$ cat src/design/cclacc_pkg.sv
package cclacc_pkg;

  localparam int unsigned InW     = 16;
  localparam int unsigned ChainW  = 35;
  localparam int unsigned TotalW  = 53;
  localparam int unsigned PointsW = 11;
  localparam int unsigned SegW    = 25;
  localparam int unsigned RadW    = 64;
  localparam int unsigned RootW   = 32;
  localparam int unsigned OutDataW = 104;

  typedef enum logic [3:0] {
    S_IDLE,
    S_LOAD,
    S_CHECK,
    S_CROSS,
    S_DECIDE,
    S_SIZE,
    S_SQUARE,
    S_ROOT_INIT,
    S_ROOT,
    S_PUSH,
    S_DONE
  } state_e;

  typedef struct packed {
    logic accept;
    logic prep;
    logic base;
    logic rd;
    logic xprod;
    logic pop;
    logic size;
    logic square;
    logic root_init;
    logic root_step;
    logic push;
    logic commit;
  } cmd_t;

  typedef struct packed {
    logic cnt_zero;
    logic cnt_ge2;
    logic cnt_full;
    logic non_left;
    logic root_last;
    logic out_free;
  } sts_t;

endpackage

$ cat src/design/cclacc_ctrl.sv
module cclacc_ctrl (
  input  logic              clk_i,
  input  logic              rst_ni,
  input  logic              s_axis_tvalid,
  output logic              s_axis_tready,
  input  cclacc_pkg::sts_t  sts_i,
  output cclacc_pkg::cmd_t  cmd_o
);
  import cclacc_pkg::*;

  state_e state_q, state_d;

  always_ff @(posedge clk_i or negedge rst_ni) begin
    if (!rst_ni) begin
      state_q <= S_IDLE;
    end else begin
      state_q <= state_d;
    end
  end

  always_comb begin
    state_d       = state_q;
    cmd_o         = '0;
    s_axis_tready = 1'b0;
    case (state_q)
      S_IDLE: begin
        s_axis_tready = 1'b1;
        if (s_axis_tvalid) begin
          cmd_o.accept = 1'b1;
          state_d      = S_LOAD;
        end
      end
      S_LOAD: begin
        cmd_o.prep = 1'b1;
        state_d    = S_CHECK;
      end
      S_CHECK: begin
        if (sts_i.cnt_zero) begin
          cmd_o.base = 1'b1;
          state_d    = S_DONE;
        end else if (sts_i.cnt_ge2) begin
          cmd_o.rd = 1'b1;
          state_d  = S_CROSS;
        end else begin
          state_d = S_SIZE;
        end
      end
      S_CROSS: begin
        cmd_o.xprod = 1'b1;
        state_d     = S_DECIDE;
      end
      S_DECIDE: begin
        if (sts_i.non_left) begin
          cmd_o.pop = 1'b1;
          state_d   = S_CHECK;
        end else begin
          state_d = S_SIZE;
        end
      end
      S_SIZE: begin
        cmd_o.size = 1'b1;
        state_d    = sts_i.cnt_full ? S_DONE : S_SQUARE;
      end
      S_SQUARE: begin
        cmd_o.square = 1'b1;
        state_d      = S_ROOT_INIT;
      end
      S_ROOT_INIT: begin
        cmd_o.root_init = 1'b1;
        state_d         = S_ROOT;
      end
      S_ROOT: begin
        cmd_o.root_step = 1'b1;
        if (sts_i.root_last) begin
          state_d = S_PUSH;
        end
      end
      S_PUSH: begin
        cmd_o.push = 1'b1;
        state_d    = S_DONE;
      end
      S_DONE: begin
        if (sts_i.out_free) begin
          cmd_o.commit = 1'b1;
          state_d      = S_IDLE;
        end
      end
      default: begin
        state_d = S_IDLE;
      end
    endcase
  end

endmodule

$ cat config.mk
export PLATFORM = sky130hd
export DESIGN_NAME = cclacc_ctrl
export DESIGN_NICKNAME = d
export VERILOG_FILES = /design/src/design/cclacc_pkg.sv /design/src/design/cclacc_ctrl.sv
export SDC_FILE = /design/constraint.sdc
export NUM_CORES = 1
export LEC_CHECK = 0
export BUFFER_PORTS_ARGS = -buffer_cell sky130_fd_sc_hd__buf_2
export CAP_MARGIN = 20
export CORE_AREA = 3 3 40 42
export CTS_CLUSTER_DIAMETER = 150
export DETAILED_ROUTE_END_ITERATION = 7
export DIE_AREA = 0 0 43 45
export GPL_TIMING_DRIVEN = 0
export PLACE_DENSITY = 0.56
export SLEW_MARGIN = 10
export SYNTH_ARGS = -nofsm -noshare
export SYNTH_HDL_FRONTEND = slang
export SYNTH_SLANG_ARGS = --single-unit
$ cat constraint.sdc
create_clock -name clk_i -period 1.8 [get_ports clk_i]
set_input_delay 0.36 -clock clk_i [delete_from_list [all_inputs] [get_ports clk_i]]
set_output_delay 0.36 -clock clk_i [all_outputs]
set_load 0.005 [all_outputs]
After elaboration in Yosys (flattened, before gate mapping)
Cells that the tools add are included.
- flip-flop bits (word level): 4
- latch bits: 0
- memory bits (writable): 0
- bits in read-only memories: 0
- output and inout bits: 13
- word-level logic and storage cells: 42
- memories: 0
- add/subtract/negate cells: 0
- multiply operators: 0
- div/mod/pow operators: 0
- $lt $le $gt $ge: 0
- eq/ne operators: 13
- shift operators: 0
- mux-type cells: 26
- bitwise operators: 0
- reductions and logical operators: 2
- operators by type and width (cell ; count):
    $pmux W4 S11 ; 1
    $mux W4 ; 5
    $mux W1 ; 17
    $eq A4 B3 Y1 const B ; 4
    $eq A4 B4 Y1 const B ; 3
    $eq A4 B2 Y1 const B ; 2
    $mux W3 ; 2
    $ne A2 B2 Y1 const B ; 3
    $eq A4 B1 Y1 const B ; 1
    $logic_not A4 Y1 ; 1
    $reduce_and A3 Y1 ; 1
    $mux W2 ; 1

Longest topological paths before layout
- depth after elaboration: 3
- gate-level depth with buffers: 5
- gate-level depth less buffers: 4

Worst setup path before layout
No wires, ideal clock.
- kind: reg2out
- start point: reg state_q[0]
- end point: out cmd_o[11] (netlist bit)
- arrival: 1.113 ns
- slack: 0.327 ns
- stages on the path, launching flop included: 4
- path through: dfrtp_1 -> or4_4 -> inv_2 -> and2_1
- RTL lines (what ; RTL line ; text):
    start, declared ; cclacc_ctrl.sv:11 ; state_e state_q, state_d;
    start signal, assigned ; cclacc_ctrl.sv:17 ; state_q <= state_d;
    end, declared ; cclacc_ctrl.sv:7 ; output cclacc_pkg::cmd_t cmd_o

==> out/qor.txt <==
status = finished clean
placed cell count = 94
Hold Vio Cnt, Final = 0
CP top delay family = simple AND/OR/NAND/NOR gates
Post-route DRC = 0
total CTS buffers = 3
number of vias per cell = 4.86
Post-Synth XOR/XNOR Area = 0
NumNets Final = 98
vias in the first global route = 485
combinational share of power = 0.699
Setup TNS = 0 ns
area delta synth->final = 49.1%
Synth area leaders = dfrtp_1 (24%), nand2b_1 (10%), nor3_1 (9.5%)
Synth Register Bits = 4
die height = 45 um
sequential area share after synthesis = 0.237
RSZ-0062 raised after global routing = yes
fin crit share = 0.999
Rel. slew slack = 0.835
max reg flops = 4
clock buffer depth = 2
initial DRC count = 5
critical path, cell by cell = or4_4, inv_2, and2_1, buf_2
largest family of logic cells by synthesized area = simple AND/OR/NAND/NOR gates
die width = 43 um
post-DP HPWL = 880 um
Main synth FF type = dfrtp_1
Net Sw Frac = 0.448
Ports = 22
type of the worst setup path = flop to primary output
Yosys cell types = 27
worst-path fanout max = 3
Clk pwr share = 0.124
crit path max-delay cell type = or4_4
DR pass1 iterations = 4
Core Util, Final = 0.491
Pint = 522 uW
Slew Limit Fails = 0
EDFF count, synth = 0
worst endpoint data arrival time = 1.44 ns
Hold Crit Class = input pin to asynchronous set/reset pin
gr usage total = 0.132
port bufs = 21
min cycle time layout = 1.80 ns
data required time at the worst endpoint = 1.44 ns
clock-pin slew on the worst setup and hold paths = 0.04 ns
Power, Total = 945 uW
sequential power share = 0.177
number of max-cap violations = 0
initial antenna violation count = 0
Fmax = 0.556 GHz
YS warnings = 0
CTS tree = yes
Compound-Gate Fraction of Synth Area = 0.189
Synth area leader = dfrtp_1
Leakage = 0.000324 uW
share of layout cells above drive strength 1 = 0.460
root buffer cell = clkbuf_4
Critical Path Sink Type = primary output
grt ovf = 0
Vias = 496
Syn Inst Count = 58
post-synthesis mux area share = 0.0237
mean post-synth cell area = 7.29 um2
Filler Cell Count = 137
Synth Area in Simple Gates = 0.488
multi-input logic area = 317 um2
Critical Path Source Type = flop
Post-synth ARST share = 1.00
power per cell area = 1500 nW/um2
first-pass GRT wire length = 1.90 mm
CP peak stage delay = 0.55 ns
biggest regs = state_q (4)
final wirelength = 1.16 mm
CTS H-tree depth = 1
largest net degree at the start of global routing = 11
Yosys top cell area share = 0.237
final setup skew = 0.00312 ns
Mapped Area = 423 um2
setup slack, reg-to-reg = 0.36 ns
sequential cell area = 100 um2
Clock Sinks = 4
WP buf/inv = 2
Synth Area in Adders = 0
Core Box Area = 1280 um2
DRT antenna net count = 0
tightest hold margin = 0.450 ns
DR WL/cell = 11.4 um
VDD IR max = 703 uV
switching power = 423 uW
Worst-Margin Slew = 0.244 ns
clock latency on the worst-skew pair = 0.24 ns
Syn Nets = 67
endpoints failing setup = 0
cell row count = 13
ANT cells = 0
GP Congestion = 0.753
post-route non-filler standard cell count = 102
initial core utilization = 0.329
Largest Register = state_q
die area = 1940 um2
cell usage after synthesis (2+ instances only):
cell and instances:
nor3_1 8, nand2b_1 7, nor2_1 7, dfrtp_1 4, buf_2 3, nand2_1 3, a21oi_1 2, and2_1 2
nor2b_1 2, o21ai_1 2, o21ai_2 2
through the flow:
stage               setup WS (ns)  instance area [um2]
finish                    0.00217                  631
global route              -0.0579                  631
CTS                      -0.00912                  607
detailed placement          0.215                  547
global placement            0.224                  547
floorplan                   0.327                  423
metal layers:
metal | share of wire | track usage
met1 | 0.41 | 0.148
met5 | 0 | 0
met4 | 0.0069 | 0.0361
met3 | 0.078 | 0.0677
met2 | 0.50 | 0.222
worst paths after layout:
path,from,endpoint,cells past startpoint
min,rst_ni,state_q[3]$_DFFE_PN0P_,2
min in group clk_i,s_axis_tvalid,state_q[3]$_DFFE_PN0P_,3
min reg2reg,state_q[0]$_DFFE_PN0P_,state_q[3]$_DFFE_PN0P_,2
max reg2reg,state_q[1]$_DFFE_PN0P_,state_q[0]$_DFFE_PN0P_,6
max in group asynchronous,rst_ni,state_q[1]$_DFFE_PN0P_,2
max,state_q[1]$_DFFE_PN0P_,cmd_o[11],4
logic make-up (layout without fill, tap and decap cells):
| family | after synthesis | in the layout |
|---|---|---|
| AND/OR/NAND/NOR | 36 | 36 |
| AO/OA/AOI/OAI | 11 | 11 |
| buffers and inverters | 6 | 35 |
| multiplexers | 1 | 1 |
| flip-flops | 4 | 4 |
power groups by stage:
stage / Combinational (uW) / Sequential [uW] / Clock [uW]
6_report: 661 / 167 / 117
5_1_grt: 733 / 172 / 134
4_1_cts: 621 / 168 / 121
3_5_place_dp: 556 / 176 / 0
3_3_place_gp: 559 / 175 / 0
2_1_floorplan: 418 / 162 / 0
layout by cell type (no fill, tap or decap), types with 2 or more instances in the layout:
cell type  count
a21oi_1        2
nor2_1         7
nor3_1         7
nand2b_1       6
and2_1         2
nand2_1        3
o21ai_2        2
o21ai_1        2
dfrtp_1        4
nor2b_1        2
buf_4          4
clkbuf_4       3
buf_2         24
final cells by class:
type	instances	share of cell area
multi-input cells	48	0.502
repair buffers	26	0.230
flip-flops and latches	4	0.159
clock buffers	3	0.0357
plain buffers	4	0.0317
well taps	15	0.0298
inverters	2	0.0119
what timing repair did:
item                                   4_1_cts  5_1_grt
buffers inserted                             3        1
gates resized for setup                      1        4
endpoints found under the hold margin        4        0
hold buffers                                 1        0
setup endpoints to repair                    2        7
pin swaps                                    2        1
No activity file was read; power rests on OpenSTA's default activity.
